<file path="src/rtl/core/rsn_pkg.sv">
// Shared types, constants, a saturation function and the elaboration-time cosine function of the resonator filter.
`default_nettype none

package rsn_pkg;

	localparam longint unsigned ONE_Q30 = 64'd1073741824;
	localparam longint unsigned PI_Q30  = 64'd3373259426;
	localparam longint unsigned HALF_PI_Q30 = PI_Q30 / 2;

	// Register indexes of the configuration port
	localparam logic [0:0] CFG_MODE = 1'b0;
	localparam logic [0:0] CFG_GAIN = 1'b1;

	// Filter mode codes
	localparam logic [2:0] MODE_PURE  = 3'd0;
	localparam logic [2:0] MODE_RESON = 3'd1;
	localparam logic [2:0] MODE_PEAK  = 3'd2;
	localparam logic [2:0] MODE_LOW   = 3'd3;
	localparam logic [2:0] MODE_HIGH  = 3'd4;

	localparam logic [15:0] GAIN_RESET = 16'd4096;

	typedef enum logic [3:0] {
		ST_IDLE,
		ST_DIV,
		ST_COEF,
		ST_M_RC,
		ST_M_RR,
		ST_M_RX,
		ST_NORM,
		ST_M_A2Y,
		ST_M_NY,
		ST_LOAD_T,
		ST_M_TG,
		ST_OUT
	} rsn_state_t;

	typedef struct packed {
		logic full;
		logic empty;
	} rsn_fifo_stat_t;

	// Clamp a 40-bit value to the signed 32-bit range
	function automatic logic signed [31:0] sat32(input logic signed [39:0] v);
		logic signed [31:0] res;
		if (v > 40'sd2147483647) begin
			res = 32'sh7fffffff;
		end else if (v < -40'sd2147483648) begin
			res = 32'sh80000000;
		end else begin
			res = v[31:0];
		end
		return res;
	endfunction

	// Cosine table entry for a Q34.30 angle in [0, 2*pi), folded to a quarter cycle
	function automatic logic signed [31:0] cos_fold(input longint unsigned ang_in);
		longint unsigned a;
		longint unsigned x2;
		longint unsigned term;
		longint c;
		logic neg;
		a = ang_in;
		neg = 1'b0;
		if (a > PI_Q30) begin
			a = 2 * PI_Q30 - a;
		end
		if (a > HALF_PI_Q30) begin
			a = PI_Q30 - a;
			neg = 1'b1;
		end
		x2 = (a * a) >> 30;
		term = ONE_Q30;
		term = ONE_Q30 - ((x2 * term) >> 30) / 240;
		term = ONE_Q30 - ((x2 * term) >> 30) / 182;
		term = ONE_Q30 - ((x2 * term) >> 30) / 132;
		term = ONE_Q30 - ((x2 * term) >> 30) / 90;
		term = ONE_Q30 - ((x2 * term) >> 30) / 56;
		term = ONE_Q30 - ((x2 * term) >> 30) / 30;
		term = ONE_Q30 - ((x2 * term) >> 30) / 12;
		c = longint'(ONE_Q30) - longint'(((x2 * term) >> 30) / 2);
		if (c > longint'(ONE_Q30)) begin
			c = longint'(ONE_Q30);
		end
		if (c < -longint'(ONE_Q30)) begin
			c = -longint'(ONE_Q30);
		end
		if (neg) begin
			c = -c;
		end
		return c[31:0];
	endfunction

endpackage

`default_nettype wire

</file>
<file path="src/rtl/core/rsn_fifo.sv">
// Two-entry queue between the front end and the filter engine.
`default_nettype none

module rsn_fifo #(
	parameter int W = 8
) (
	input  wire                      clk,
	input  wire                      arst_n,
	input  wire                      push,
	input  wire  [W-1:0]             push_data,
	input  wire                      pop,
	output logic [W-1:0]             pop_data,
	output rsn_pkg::rsn_fifo_stat_t  stat
);

	logic [W-1:0] mem_q [2];
	logic         wr_q;
	logic         rd_q;
	logic [1:0]   cnt_q;

	assign stat.full  = (cnt_q == 2'd2);
	assign stat.empty = (cnt_q == 2'd0);
	assign pop_data   = mem_q[rd_q];

	// Advance pointers and count
	always_ff @(posedge clk or negedge arst_n) begin
		if (!arst_n) begin
			wr_q  <= 1'b0;
			rd_q  <= 1'b0;
			cnt_q <= 2'd0;
		end else begin
			if (push) begin
				wr_q <= ~wr_q;
			end
			if (pop) begin
				rd_q <= ~rd_q;
			end
			if (push && !pop) begin
				cnt_q <= cnt_q + 2'd1;
			end else if (pop && !push) begin
				cnt_q <= cnt_q - 2'd1;
			end
		end
	end

	always_ff @(posedge clk) begin
		if (push) begin
			mem_q[wr_q] <= push_data;
		end
	end

endmodule

`default_nettype wire

</file>
<file path="config.mk">
export PLATFORM = sky130hd
export DESIGN_NAME = rsn_fifo
export DESIGN_NICKNAME = d
export VERILOG_FILES = /design/src/rtl/core/rsn_pkg.sv /design/src/rtl/core/rsn_fifo.sv
export SDC_FILE = /design/constraint.sdc
export NUM_CORES = 1
export LEC_CHECK = 0
export BUFFER_PORTS_ARGS = -buffer_cell sky130_fd_sc_hd__buf_4
export CAP_MARGIN = 20
export CORE_UTILIZATION = 40
export DETAILED_ROUTE_END_ITERATION = 7
export GPL_ROUTABILITY_DRIVEN = 0
export GPL_TIMING_DRIVEN = 0
export MAX_ROUTING_LAYER = met4
export PLACE_DENSITY = 0.67
export SYNTH_ARGS = -nofsm -noshare
export SYNTH_HDL_FRONTEND = slang
export SYNTH_SLANG_ARGS = --single-unit
</file>
<file path="constraint.sdc">
create_clock -name clk -period 1.4 [get_ports clk]
set_clock_uncertainty 0.2 [all_clocks]
set_input_delay 0.28 -clock clk [delete_from_list [all_inputs] [get_ports clk]]
set_output_delay 0.28 -clock clk [all_outputs]
set_load 0.01 [all_outputs]
</file>
-- Word-level counts from Yosys, hierarchy flattened
Memories as Yosys holds them, arrays and structs flattened.
Cells that the tools add are included.
- bitwise operators: 2
- mux-type cells: 4
- equality and inequality tests: 1
- reduce and logical (&&, ||, !) cells: 6
- add/sub/neg operators: 2
- operator list (kind ; count):
    $mux W2 ; 2
    $add A2 B1 Y2 const B ; 1
    $eq A2 B2 Y1 const B ; 1
    $logic_and A1 B1 Y1 ; 2
    $logic_not A1 Y1 ; 2
    $logic_not A2 Y1 ; 1
    $mux W1 ; 2
    $not A1 Y1 ; 2
    $reduce_bool A2 Y1 ; 1
    $sub A2 B1 Y2 const B ; 1
- RAM bits: 16
- bits of input ports: 12
- register bits: 4
- word-level logic and storage cells: 19
- memories kept: 1
- output and inout bits: 10
- memory list (name ; depth ; width ; rd ports ; clocked after Yosys merged registers in ; write ports ; line ; RTL):
    mem_q ; 2 ; 8 ; 1 ; 0 ; 1 ; rsn_fifo.sv:16 ; logic [W-1:0] mem_q [2];

-- Longest topological paths before layout
- word-level depth: 4
- mapped depth: 5
- mapped depth without buffers: 5

-- Worst setup path after synthesis
Ideal clock, no wire load.
- kind: register to register
- from: reg wr_q
- to: mem mem_q[0][0], enable pin
- path slack: 0.038 ns
- path buffers: 0
- clock period less this slack: 1.362 ns
- setup time: 0.373 ns
- data required time: 0.827 ns
- data arrival time: 0.789 ns
- stages on the path, launching flop included: 2
- cells stage by stage: dfrtp_1 nor2b_1
- RTL lines (what ; line ; RTL):
    start, declared ; rsn_fifo.sv:17 ; logic wr_q;
    start signal, assigned ; rsn_fifo.sv:33 ; wr_q <= ~wr_q;
    end, declared ; rsn_fifo.sv:16 ;
Straight into the memory's write port.

-- Final worst setup path
- from: reg rd_q
- to: out pop_data[5]
- cells in the longest elaborated chain, start to end: 1
- RTL lines (what ; line ; RTL):
    start, declared ; rsn_fifo.sv:18 ; logic rd_q;
    start signal, assigned ; rsn_fifo.sv:36 ; rd_q <= ~rd_q;
    $mem_v2 Z2 W8 ; - ;
    end, declared ; rsn_fifo.sv:12 ; output logic [W-1:0] pop_data,
No other way between the ends.

==> run summary <==
• **final critical-path required period** 1765 ps
• **share of final-layout standard cells stronger than drive strength 1** 50.60%
• **leakage power of the design** 0.5257 nW
• **netlist area before placement** 770.7 um2
• **initial cell density of the core** 43.69%
• **DR top layer** met4
• **buffer depth of the longest clock path** 2
• **startpoint kind of the worst setup timing path** flip-flop
• **via-per-instance ratio** 4.454
• **overall power after layout** 2.161 mW
• **sort of element at the end of the critical path** primary output
• **Slew headroom** 82.37%
• **gate count of the mapped netlist** 41
• **maximum fanout encountered on the critical timing path** 5
• **Power per Cell Area** 1775 nW/um2
• **Die Footprint** 2106 um2
• **average cell area after synthesis** 18.80 um2
• **sink count of the clock tree** 20
• **part of the Yosys area used for sequential elements** 75.32%
• **Post-Synthesis Net Count** 54
• **leftover overflow at the end of global routing** 0
• **DRT Pass-1 Iters** 4
• **wire length after detailed routing** 1388 um
• **failing checks** negative setup slack
• **total CTS buffers** 3
• **horizontal die dimension** 45.90 um
• **drt first-iter violations** 6
• **Data required, critical path** 920 ps
• **DRT met1 WL** 595 um
• **post-layout utilization of the core** 69.01%
• **number of hold-slack violations in the final timing report** 0
• **maximum clock rate** 566.6 MHz
• **count of max-cap constraint violations** 0
• **Max rail drop VDD** 0.001116 V
• **hpwl dp** 767.8 um
• **Root Driver** clkbuf_4
• **#FFs+latches synth** 20
• **fin. max-slew vios** 0
• **worst skew pair latency** 290 ps
• **period utilization** 126.1%
• **setup violation total in the final timing report** 10
• **I/O Buffers** 21
• **met2 wire len** 739 um
• **level count of the clock H-tree** 1
• **largest net degree at the start of global routing** 12
• **GRT Total Usage** 13.34%
• **number of antenna violations at the first check in global routing** 0
• **post-layout net count** 97
• **worst hold slack** 133.7 ps
• **outcome** finished, violations left
• **count of distinct cell types in the synthesized netlist** 12
• **clock tree from TritonCTS** yes
• **class of the tightest hold or removal check** in2async
• **warning count from the yosys run** 0
• **data arrival time of the critical path** 1280 ps
• **slew of the pin with the lowest slew margin** 263.8 ps
• **total via count in the routed design** 481
• **area of the core region** 1764 um2
• **first-pass GRT wire length** 1869 um
• **post-route setup slack** -364.8 ps
• **cell row count** 15
• **clock transition time at the flip-flop clock pins of the worst setup and hold paths** 100 ps
• **critical path type** reg2out
• **number of diodes** 0
• **setup repair after global routing missed its margin** yes
• **post-DR wirelength/cell** 12.85 um
• **number of design rule violations left after detail routing** 0
• **count of boundary I/O pins** 22
• **met3 wirelength from detailed routing** 48 um
• **floorplan die height** 45.90 um
• **via count of the first global-routing pass** 485
• **Syn-to-layout area delta** 57.95%
• **number of antenna-violating nets in the routed design** 0
## area by class of cell
type | instances | area [um2]
buffer | 1 | 11.26
clock buffer | 3 | 22.52
clock inverter | 1 | 3.754
fill | 147 | 546.8
inverter | 1 | 3.754
multi-input combinational | 19 | 214.0
sequential | 20 | 580.6
tap | 25 | 31.28
timing repair buffer | 38 | 350.3
## final timing paths
check                      startpoint          end  slack [ps]  depth (start not counted)
min                            arst_n     cnt_q[0]         130                          2
max reg2reg                      rd_q         rd_q         150                          4
max                              rd_q  pop_data[5]        -360                          3
min in group clk                 push     cnt_q[0]         150                          3
min reg2reg                      wr_q         wr_q         350                          1
max in group asynchronous      arst_n     cnt_q[1]         770                          2
## stage by stage
step | instance area (um2) | instances | setup WS, ps | TNS [ps]
floorplan | 770.7 | 41 | 38.26 | 0
global placement | 959.7 | 87 | -186.2 | -1678
detailed placement | 959.7 | 87 | -217.2 | -2009
CTS | 1125 | 105 | -371.0 | -3018
global route | 1217 | 108 | -419.1 | -3490
finish | 1217 | 108 | -364.8 | -2953
## routing by layer
| layer | global-route usage (%) | vias up |
|---|---|---|
| met3 | 3.571 | 2 |
| met5 | - | - |
| li1 | - | 232 |
| met1 | 15.32 | 232 |
| met2 | 22.82 | 15 |
| met4 | 3.529 | 0 |
## kinds of logic (layout without fill, tap and decap cells)
family / Yosys count / after routing / share of synthesized area [%]
xor gates and xnor gates: 5 / 5 / 5.682
adders and majority gates: 1 / 1 / 1.623
buffers and inverters: 2 / 44 / 1.947
DFF: 20 / 20 / 75.33
muxes: 8 / 8 / 11.69
and+or+nand+nor: 5 / 5 / 3.735
## where the power goes
group          switching, mW  internal [mW]  leakage [nW]  total [mW]
logic                  0.374          0.631         0.313        1.01
clock network          0.166          0.104        0.0154       0.270
registers             0.0767          0.808         0.197       0.885
## critical path, stage by stage (launching register included)
cell and delay [ps]:
dfrtp_1 420, buf_6 150, mux2_4 300, buf_6 120
## state kept, by name, summed over array words and instances, names as in the netlist
name and cells:
mem_q 16, wr_q 1, rd_q 1, cnt_q 2
## cells in the mapped netlist
| cell | number | area share, % |
|---|---|---|
| inv_1 | 1 | 0.49 |
| and2b_2 | 1 | 1.1 |
| nor2_1 | 2 | 0.97 |
| buf_6 | 1 | 1.5 |
| mux2_2 | 8 | 12 |
| edfxtp_1 | 16 | 62 |
| dfrtp_1 | 4 | 13 |
| nor2b_1 | 1 | 0.81 |
| ha_1 | 1 | 1.6 |
| xor2_1 | 4 | 4.5 |
| and2_1 | 1 | 0.81 |
| xnor2_1 | 1 | 1.1 |
## repair_timing
| item | in CTS | in global routing |
|---|---|---|
| hold buffers | 11 | 0 |
| hold endpoints to repair | 22 | 0 |
| buffers inserted | 3 | 2 |
| gates cloned | 0 | 1 |
| resized for setup | 2 | 20 |
| setup endpoints to repair | 18 | 26 |
## cells in the final DEF, fill, tap and decap left out
master,instances
clkinv_1,1
ha_1,1
buf_6,11
nor2_1,2
inv_1,1
dfrtp_1,4
dlygate4sd3_1,11
xor2_1,4
nor2b_4,1
edfxtp_1,16
buf_4,17
mux2_4,8
and2b_2,1
clkbuf_4,3
and2_2,1
xnor2_1,1
(Power assumes the default switching activity.)
