--- src/rtl/core/rsn_pkg.sv ---
// Shared types, constants, a saturation function and the elaboration-time cosine function of the resonator filter.
`default_nettype none

package rsn_pkg;

	localparam longint unsigned ONE_Q30 = 64'd1073741824;
	localparam longint unsigned PI_Q30  = 64'd3373259426;
	localparam longint unsigned HALF_PI_Q30 = PI_Q30 / 2;

	// Register indexes of the configuration port
	localparam logic [0:0] CFG_MODE = 1'b0;
	localparam logic [0:0] CFG_GAIN = 1'b1;

	// Filter mode codes
	localparam logic [2:0] MODE_PURE  = 3'd0;
	localparam logic [2:0] MODE_RESON = 3'd1;
	localparam logic [2:0] MODE_PEAK  = 3'd2;
	localparam logic [2:0] MODE_LOW   = 3'd3;
	localparam logic [2:0] MODE_HIGH  = 3'd4;

	localparam logic [15:0] GAIN_RESET = 16'd4096;

	typedef enum logic [3:0] {
		ST_IDLE,
		ST_DIV,
		ST_COEF,
		ST_M_RC,
		ST_M_RR,
		ST_M_RX,
		ST_NORM,
		ST_M_A2Y,
		ST_M_NY,
		ST_LOAD_T,
		ST_M_TG,
		ST_OUT
	} rsn_state_t;

	typedef struct packed {
		logic full;
		logic empty;
	} rsn_fifo_stat_t;

	// Clamp a 40-bit value to the signed 32-bit range
	function automatic logic signed [31:0] sat32(input logic signed [39:0] v);
		logic signed [31:0] res;
		if (v > 40'sd2147483647) begin
			res = 32'sh7fffffff;
		end else if (v < -40'sd2147483648) begin
			res = 32'sh80000000;
		end else begin
			res = v[31:0];
		end
		return res;
	endfunction

	// Cosine table entry for a Q34.30 angle in [0, 2*pi), folded to a quarter cycle
	function automatic logic signed [31:0] cos_fold(input longint unsigned ang_in);
		longint unsigned a;
		longint unsigned x2;
		longint unsigned term;
		longint c;
		logic neg;
		a = ang_in;
		neg = 1'b0;
		if (a > PI_Q30) begin
			a = 2 * PI_Q30 - a;
		end
		if (a > HALF_PI_Q30) begin
			a = PI_Q30 - a;
			neg = 1'b1;
		end
		x2 = (a * a) >> 30;
		term = ONE_Q30;
		term = ONE_Q30 - ((x2 * term) >> 30) / 240;
		term = ONE_Q30 - ((x2 * term) >> 30) / 182;
		term = ONE_Q30 - ((x2 * term) >> 30) / 132;
		term = ONE_Q30 - ((x2 * term) >> 30) / 90;
		term = ONE_Q30 - ((x2 * term) >> 30) / 56;
		term = ONE_Q30 - ((x2 * term) >> 30) / 30;
		term = ONE_Q30 - ((x2 * term) >> 30) / 12;
		c = longint'(ONE_Q30) - longint'(((x2 * term) >> 30) / 2);
		if (c > longint'(ONE_Q30)) begin
			c = longint'(ONE_Q30);
		end
		if (c < -longint'(ONE_Q30)) begin
			c = -longint'(ONE_Q30);
		end
		if (neg) begin
			c = -c;
		end
		return c[31:0];
	endfunction

endpackage

`default_nettype wire

--- src/rtl/core/rsn_front.sv ---
// Front end: accepts items, forms pi*f, clamps Q and works out the cosine index.
`default_nettype none

module rsn_front #(
	parameter int COS_TABLE_DEPTH = 1024,
	parameter int SAMPLE_WIDTH    = 16,
	parameter int IDX_W           = $clog2(COS_TABLE_DEPTH),
	parameter int ITEM_W          = SAMPLE_WIDTH + 48 + 16 + IDX_W + 1
) (
	input  wire                         clk,
	input  wire                         arst_n,
	input  wire                         in_valid,
	output logic                        in_ready,
	input  wire  [SAMPLE_WIDTH-1:0]     sample_in,
	input  wire  [15:0]                 centre_freq,
	input  wire  [15:0]                 quality,
	input  wire                         block_end,
	output logic                        push,
	output logic [ITEM_W-1:0]           push_data,
	input  rsn_pkg::rsn_fifo_stat_t     fifo_stat
);

	localparam int SH_W = $clog2(COS_TABLE_DEPTH + 1);
	localparam int FD_W = 16 + SH_W;

	logic                    valid_s1;
	logic [SAMPLE_WIDTH-1:0] sample_s1;
	logic [47:0]             num_s1;
	logic [15:0]             q_s1;
	logic [IDX_W-1:0]        idx_s1;
	logic                    blk_s1;

	logic [FD_W-1:0] fd;
	logic [SH_W-1:0] sh;
	logic [IDX_W-1:0] idx;
	logic [15:0]     q_cl;
	logic            accept;

	// Round f to the table grid, wrap the top entry to zero and clamp Q to at least 256
	always_comb begin
		fd  = FD_W'(centre_freq) * FD_W'(COS_TABLE_DEPTH) + FD_W'(32768);
		sh  = fd[FD_W-1:16];
		idx = (sh == SH_W'(COS_TABLE_DEPTH)) ? '0 : sh[IDX_W-1:0];
		q_cl = (quality < 16'd256) ? 16'd256 : quality;
	end

	assign push     = valid_s1 && !fifo_stat.full;
	assign in_ready = !valid_s1 || !fifo_stat.full;
	assign accept   = in_valid && in_ready;

	// Hold the stage until the queue takes it
	always_ff @(posedge clk or negedge arst_n) begin
		if (!arst_n) begin
			valid_s1 <= 1'b0;
		end else if (accept) begin
			valid_s1 <= 1'b1;
		end else if (push) begin
			valid_s1 <= 1'b0;
		end
	end

	always_ff @(posedge clk) begin
		if (accept) begin
			sample_s1 <= sample_in;
			num_s1    <= 48'(rsn_pkg::PI_Q30[31:0]) * 48'(centre_freq);
			q_s1      <= q_cl;
			idx_s1    <= idx;
			blk_s1    <= block_end;
		end
	end

	assign push_data = {sample_s1, num_s1, q_s1, idx_s1, blk_s1};

endmodule

`default_nettype wire

--- config.mk ---
export PLATFORM = sky130hd
export DESIGN_NAME = rsn_front
export DESIGN_NICKNAME = d
export VERILOG_FILES = /design/src/rtl/core/rsn_pkg.sv /design/src/rtl/core/rsn_front.sv
export SDC_FILE = /design/constraint.sdc
export NUM_CORES = 1
export LEC_CHECK = 0
export BUFFER_PORTS_ARGS = -buffer_cell sky130_fd_sc_hd__buf_2
export CAP_MARGIN = 20
export CORE_ASPECT_RATIO = 0.5
export CORE_MARGIN = 4
export CORE_UTILIZATION = 60
export CTS_CLUSTER_SIZE = 40
export DETAILED_ROUTE_END_ITERATION = 6
export GPL_ROUTABILITY_DRIVEN = 0
export GPL_TIMING_DRIVEN = 1
export PLACE_DENSITY = 0.8
export SETUP_SLACK_MARGIN = 0.2
export SYNTH_ARGS = -nofsm -noshare
export SYNTH_HDL_FRONTEND = slang
export SYNTH_SLANG_ARGS = --single-unit
--- constraint.sdc ---
create_clock -name clk -period 3.3 [get_ports clk]
set_input_delay 0.66 -clock clk [delete_from_list [all_inputs] [get_ports clk]]
set_output_delay 0.66 -clock clk [all_outputs]
set_load 0.01 [all_outputs]
Word level (Yosys, flattened, before mapping) --
Cells that the tools add are included.
Operators by class: reductions and logical operators 6, add/subtract/negate cells 1, multipliers 1, equal/unequal tests 1, muxes and demuxes 2, order comparisons 1
Operator list (count):
- 31-bit by 16-bit multiplier with 47-bit output (first input constant) | 1
- 26-bit by 16-bit adder with 27-bit output (second input constant) | 1
- 16-bit by 9-bit < comparator with 1-bit output (second input constant) | 1
- 11-bit == test (second input constant) | 1
- 1-bit logical AND | 2
- 1-bit zero test | 2
- 1-bit 2-to-1 mux | 2
- 2-bit nonzero test | 1
- 1-bit logical OR | 1
Storage, ports and cells: bits in registers 91, logic and storage cells 18, input port bits 54

Depth between registers and ports, before layout --
Gate-level depths: netlist (run 1).
depth after elaboration 4, depth in mapped cells 21, gate-level depth less buffers 21

Least setup slack after synthesis (run 1) --
Ideal clock, no wire load.
kind input -> register, from input port centre_freq[1], to register num_s1[47], data pin, setup slack -2713 ps, data required time 3126 ps, path buffers 1, stages on the path 20, data arrival time 5839 ps, cell sequence inv_1 -> fa_1 -> fa_1 -> fa_1 -> inv_1 -> fa_1 -> inv_1 -> fa_1 -> inv_1 -> fa_1 -> ha_1 -> buf_6 -> a21oi_1 -> o21ai_0 -> o32a_1 -> a41o_1 -> a21oi_2 -> o31ai_2 -> a21o_1 -> a311oi_1
Between the ends: word-level cells in the longest chain between the ends 1
RTL lines:
- start: declaration | RTL line rsn_front.sv:15 | input wire [15:0] centre_freq,
- 31-bit by 16-bit multiplier with 47-bit output | RTL line rsn_front.sv:65 | num_s1 <= 48'(rsn_pkg::PI_Q30[31:0]) * 48'(centre_freq);
- end signal: assignment | RTL line rsn_front.sv:65
- end: declaration | RTL line rsn_front.sv:28 | logic [47:0] num_s1;
No other way between the ends. A chain may end at the register's enable or synchronous reset.

Final worst setup path (run 1) --
from input port centre_freq[5], to register num_s1[38], data pin
Same word-level chain as after synthesis.

==> results of run 1 <==
flip-flops by register name (all words and copies together), names as in the netlist:
| signal | flops |
|---|---|
| num_s1 | 47 |
| q_s1 | 16 |
| sample_s1 | 16 |
| idx_s1 | 10 |
| blk_s1 | 1 |
| valid_s1 | 1 |
layout by cell type (no fill, tap or decap), types with 11 or more instances in the layout:
cell / Yosys / final
nor2_1: 23 / 19
a21oi_4: 1 / 12
fa_1: 151 / 141
xor2_1: 13 / 11
a21o_1: 16 / 16
buf_6: 2 / 53
nand2_1: 27 / 21
a21oi_2: 2 / 15
edfxtp_1: 90 / 90
ha_4: 0 / 36
buf_4: 2 / 226
buf_2: 0 / 138
xnor2_1: 36 / 26
inv_1: 225 / 202
inv_2: 0 / 18
a21oi_1: 49 / 25
ha_1: 181 / 142
metal layers:
layer | track usage, % | up-vias | routed length (um) | part of all wire, %
met5 | 0 | - | 56 | 0.12
met4 | 21.5 | 4 | 4930 | 10
met3 | 9.64 | 462 | 6530 | 14
met2 | 63.0 | 1154 | 20500 | 43
met1 | 41.6 | 4962 | 15300 | 32
li1 | - | 3996 | - | -
worst max-delay path, cell delays in order:
cell	delay (ps)
buf_6	110
fa_2	660
inv_2	100
fa_2	500
fa_1	800
inv_1	100
fa_2	590
inv_2	50
fa_1	550
inv_2	70
fa_1	520
ha_4	210
a21oi_4	160
o21ai_2	100
a211o_1	300
o211ai_1	400
a211oi_2	140
buf_4	170
buf_6	120
o21ai_4	170
o21ai_2	90
xor2_1	160
kinds of logic after synthesis:
| kind of cell | share of synthesized area [%] |
|---|---|
| XOR/XNOR | 3.95 |
| multiplexers | 0.0921 |
| flip-flops | 25.1 |
| buffers and inverters | 8.73 |
| AND/OR/NAND/NOR | 5.21 |
| other | 0.0345 |
| AO/OA/AOI/OAI | 8.24 |
| adder cells (fa/ha/maj) | 48.6 |
through the flow:
stage / setup TNS [ps] / cell area (sq um) / setup WS, ps
finish: -96980 / 15600 / -3320
floorplan: -69190 / 11300 / -2470
global placement: -89320 / 13900 / -2910
CTS: -74260 / 14900 / -2530
global route: -98340 / 15600 / -3340
detailed placement: -93350 / 13900 / -3080
repair_timing:
action	CTS	global route
endpoints found under the setup margin	39	39
hold endpoints to repair	0	0
resized for setup	107	95
pin swaps	84	74
buffers inserted	23	31
how the worst max path moves through the flow:
stage | depth (start not counted) | endpoint | slack [ps] | from
after floorplan | 20 | num_s1[44]$_DFFE_PP_ | -2470 | centre_freq[9]
after global placement | 21 | num_s1[44]$_DFFE_PP_ | -2910 | centre_freq[6]
after detailed placement | 21 | num_s1[41]$_DFFE_PP_ | -3080 | centre_freq[6]
after CTS | 18 | num_s1[46]$_DFFE_PP_ | -2530 | centre_freq[2]
after global routing | 22 | num_s1[38]$_DFFE_PP_ | -3340 | centre_freq[5]
final | 22 | num_s1[38]$_DFFE_PP_ | -3320 | centre_freq[5]
layout make-up:
cell class	count	area (sq um)
diodes	2	5.00
clock buffers	9	225
inverters	225	867
repair buffers	425	3130
well taps	234	293
multi-input cells	628	8250
fillers	626	1980
clock inverters	7	90.1
flip-flops and latches	91	2730
==> results_dict.tcl, run 1 <==
set metrics [dict create \
    status "complete, but fails checks" \
    violations "DRC, setup timing" \
    dp.cells 1549 \
    async_flop_share_pct 1.10 \
    grt_pass1_wl_mm 56.1 \
    worst_ep_required_time_ps 3430 \
    postRouteWirelength_mm 47.3 \
    synthesis.nets 1351 \
    cts_buffer_depth 2 \
    crit_path_end_kind "register" \
    vias 10600 \
    cts_tree "done" \
    finalSetupViolations 39 \
    fin_skew_ps 9.41 \
    core_area_sq_um 17600 \
    reg2reg_from "valid_s1$_DFFE_PN0P_" \
    cts_buffers 9 \
    synth_top_area_share_pct 27.8 \
    maxSlewViolCount 0 \
    reg2reg_depth 3 \
    cts-hold-fix-buffers 0 \
    fmax_mhz 151 \
    synth_area_leaders "fa_1, edfxtp_1, ha_1" \
    ant_nets 0 \
    grt.overflow.total 0 \
    synth-main-ff-cell "edfxtp_1" \
    initialDrtViolationCount 1223 \
    die-area_sq_um 20500 \
    synth.cell_area_sq_um 10900 \
    start_util_pct 61.9 \
    hpwl_mm 25.1 \
    path_max_fanout 3 \
    first_global_vias 10500 \
    hp-class "in -> async" \
    ys_warn_count 0 \
    vias_per_cell 6.53 \
    period_minus_slack_ps 6620 \
    grt_max_degree 56 \
    clk_pin_slew_worst_paths_ps 70 \
    synthCells 965 \
    fin_cells 1621 \
    layout-drive-gt1-share_pct 43.8 \
    synth-edff-count 90 \
    die_y_um 103 \
    clockRootBuffer "clkbuf_16" \
    antenna_found_initial 2 \
    drc 2 \
    avgSynthCellArea_sq_um 11.3 \
    nets 1766 \
    routedWlPerCell_um 29.2 \
    fin_crit_sh_pct 201 \
    cp-start-kind "primary input" \
    io_buffers 144 \
    holdWs_ps 42.5 \
    reg2reg_slack_ps 1520 \
    maxCapViolations 0 \
    worst_slack_ps -3320 \
    yosysMostFrequentCell "inv_1" \
    worst_slew_pin_slew_ps 612 \
    rr_endpoint "num_s1[35]$_DFFE_PP_" \
    row_count 34 \
    firstDrtPassIters 7 \
    yosysSeqAreaShare_pct 25.1 \
    grt_usage_pct 36.4 \
    synth_commonest_cells "inv_1, ha_1, fa_1" \
    die_w_um 198 \
    path_class "in -> reg" \
    maxSlewHeadroom_pct 59.2 \
    clock-sinks 91 \
    insertion_delay_ps 380 \
    ys_seq_elements 91 \
    h-tree-depth 3 \
    utilization_pct 88.7 \
    netlist-cell-type-count 58 \
    hold_viol 0 \
    yosysTopAreaCell "fa_1" \
    rsz0062_at_grt "true" \
    syn2layout_area_growth_pct 43.4 \
    crit_arrival_ps 6750 \
    io_pins 147 \
]
Power of run 1 is not shown: default switching activity piles up to over one toggle a cycle in this logic, so the estimate is an artifact.
==> run 2: changes to the inputs <==
- CORE_ASPECT_RATIO: 0.5 -> 1.75
- PLACE_DENSITY: 0.8 -> unset
- PLACE_DENSITY_LB_ADDON: unset -> 0.12
==> run 2 against run 1 <==
The flow finishes with violations (setup timing); utilization decreased by 2.2 points; die area fell by 0.23%; final cell count shrank 0.99%; flip-flop and latch count unchanged; clock skew shrank 1.7 ps; global-route usage shrank 0.75 points; clock-buffer cell count rose by 1; non-clock buffer count decreased by 11; wire length is 24% lower; cell area decreased by 2.2%; maximum frequency rose by 11%; critical path depth fell by 3.
==> results_dict.tcl, run 2 (same netlist as run 1, synthesis figures left out) <==
set metrics [dict create \
    status "complete, but fails checks" \
    violations "setup timing" \
    cts_tree "done" \
    die-area_sq_um 20400 \
    fin_crit_sh_pct 180 \
    hold_viol 0 \
    start_util_pct 61.7 \
    initialDrtViolationCount 615 \
    worst_ep_required_time_ps 3400 \
    final_common_cell "buf_4" \
    die_w_um 110 \
    crit_path_end "num_s1[46]$_DFFE_PP_" \
    drc 0 \
    insertion_delay_ps 360 \
    antenna_found_initial 1 \
    ant_nets 0 \
    period_minus_slack_ps 5940 \
    register_area_sq_um 2730 \
    cp-start-kind "primary input" \
    rsz0062_at_grt "true" \
    finalSetupViolations 38 \
    critPathLaunch "centre_freq[3]" \
    maxSlewViolCount 0 \
    layout_common_cells "buf_4, inv_1, ha_1, fa_1, buf_2" \
    postRouteWirelength_mm 36.0 \
    first_global_vias 10600 \
    maxCapViolations 0 \
    core_area_sq_um 17600 \
    largest-register "num_s1" \
    cts_buffer_depth 2 \
    hpwl_mm 25.9 \
    io_pins 147 \
    die_y_um 186 \
    largest_register_ffs 47 \
    crit_path_end_kind "register" \
    multi_input_area_sq_um 8080 \
    fin_skew_ps 7.68 \
    path_max_fanout 5 \
    vias 9301 \
    grt_usage_pct 35.6 \
    row_count 64 \
    reg_top3 "num_s1: 47 flops, q_s1: 16 flops, sample_s1: 16 flops" \
    syn2layout_area_growth_pct 40.2 \
    reg2reg_from "valid_s1$_DFFE_PN0P_" \
    clockRootBuffer "clkbuf_16" \
    worst_slack_ps -2640 \
    reg2reg_slack_ps 1610 \
    reg2reg_depth 3 \
    layout-drive-gt1-share_pct 42.2 \
    hp-class "in -> async" \
    grt_pass1_wl_mm 53.4 \
    fillers 854 \
    firstDrtPassIters 7 \
    grt_max_degree 60 \
    io_buffers 144 \
    n_antenna_cell 0 \
    clock-sinks 91 \
    grt.overflow.total 0 \
    crit_arrival_ps 6050 \
    path_class "in -> reg" \
    nets 1755 \
    h-tree-depth 3 \
    vias_per_cell 5.80 \
    clk_pin_slew_worst_paths_ps 70 \
    rr_endpoint "num_s1[8]$_DFFE_PP_" \
    cts_buffers 9 \
    routedWlPerCell_um 22.4 \
    dpl_worst_slack_ps -3220 \
    fmax_mhz 168 \
]
run 2: final cells by class:
cell class                      instances  share of cell area [%]
Sequential cell                        91                    17.9
Multi-Input combinational cell        628                    53.0
Tap cell                              231                    1.90
Clock buffer                           10                    1.57
Clock inverter                          6                   0.419
Inverter                              225                    5.63
Timing Repair Buffer                  414                    19.6
run 2: what timing repair did:
action / 4_1_cts / 5_1_grt
pin swaps: 90 / 42
hold buffers: 0 / 0
cloned: 0 / 0
endpoints found under the hold margin: 0 / 0
setup buffers: 20 / 12
endpoints found under the setup margin: 39 / 39
gates resized for setup: 108 / 53
run 2: worst min path at each step:
stage	startpoint	to	cells past startpoint
6_report	arst_n	valid_s1$_DFFE_PN0P_	1
4_1_cts	arst_n	valid_s1$_DFFE_PN0P_	1
3_3_place_gp	arst_n	valid_s1$_DFFE_PN0P_	1
2_1_floorplan	arst_n	valid_s1$_DFFE_PN0P_	0
5_1_grt	arst_n	valid_s1$_DFFE_PN0P_	1
3_5_place_dp	arst_n	valid_s1$_DFFE_PN0P_	1
run 2: through the flow:
step / hold slack [ps] / instance area [sq um] / cells / util [%] / setup TNS [ps]
4_1_cts: 69.5 / 14900 / 1593 / 84.5 / -73360
3_5_place_dp: 443 / 14000 / 1557 / 79.4 / -95350
6_report: 74.2 / 15200 / 1605 / 86.5 / -80480
3_3_place_gp: 435 / 14000 / 1557 / 79.4 / -92930
5_1_grt: 78.3 / 15200 / 1605 / 86.5 / -83850
2_1_floorplan: 364 / 11300 / 965 / - / -69190
run 2: critical path, stage by stage:
cell and delay, ps:
buf_12 90, inv_8 30, fa_2 640, fa_1 470, fa_1 520, inv_1 50, fa_1 490, fa_1 600
fa_1 470, ha_4 330, and2_4 170, nand2_2 80, a211oi_4 280, o211ai_1 220, a211oi_2 340, a21oi_2 100
buf_6 140, o211ai_1 230, xor2_1 100
run 2: layer usage:
layer / vias up / track usage (%) / part of all wire, %
met4: 0 / 33.9 / 12
met1: 4528 / 31.9 / 29
met5: - / 0 / 0
met3: 270 / 5.90 / 5.6
met2: 524 / 64.7 / 53
li1: 3979 / - / -
Power of run 2 is left out for the same reason.
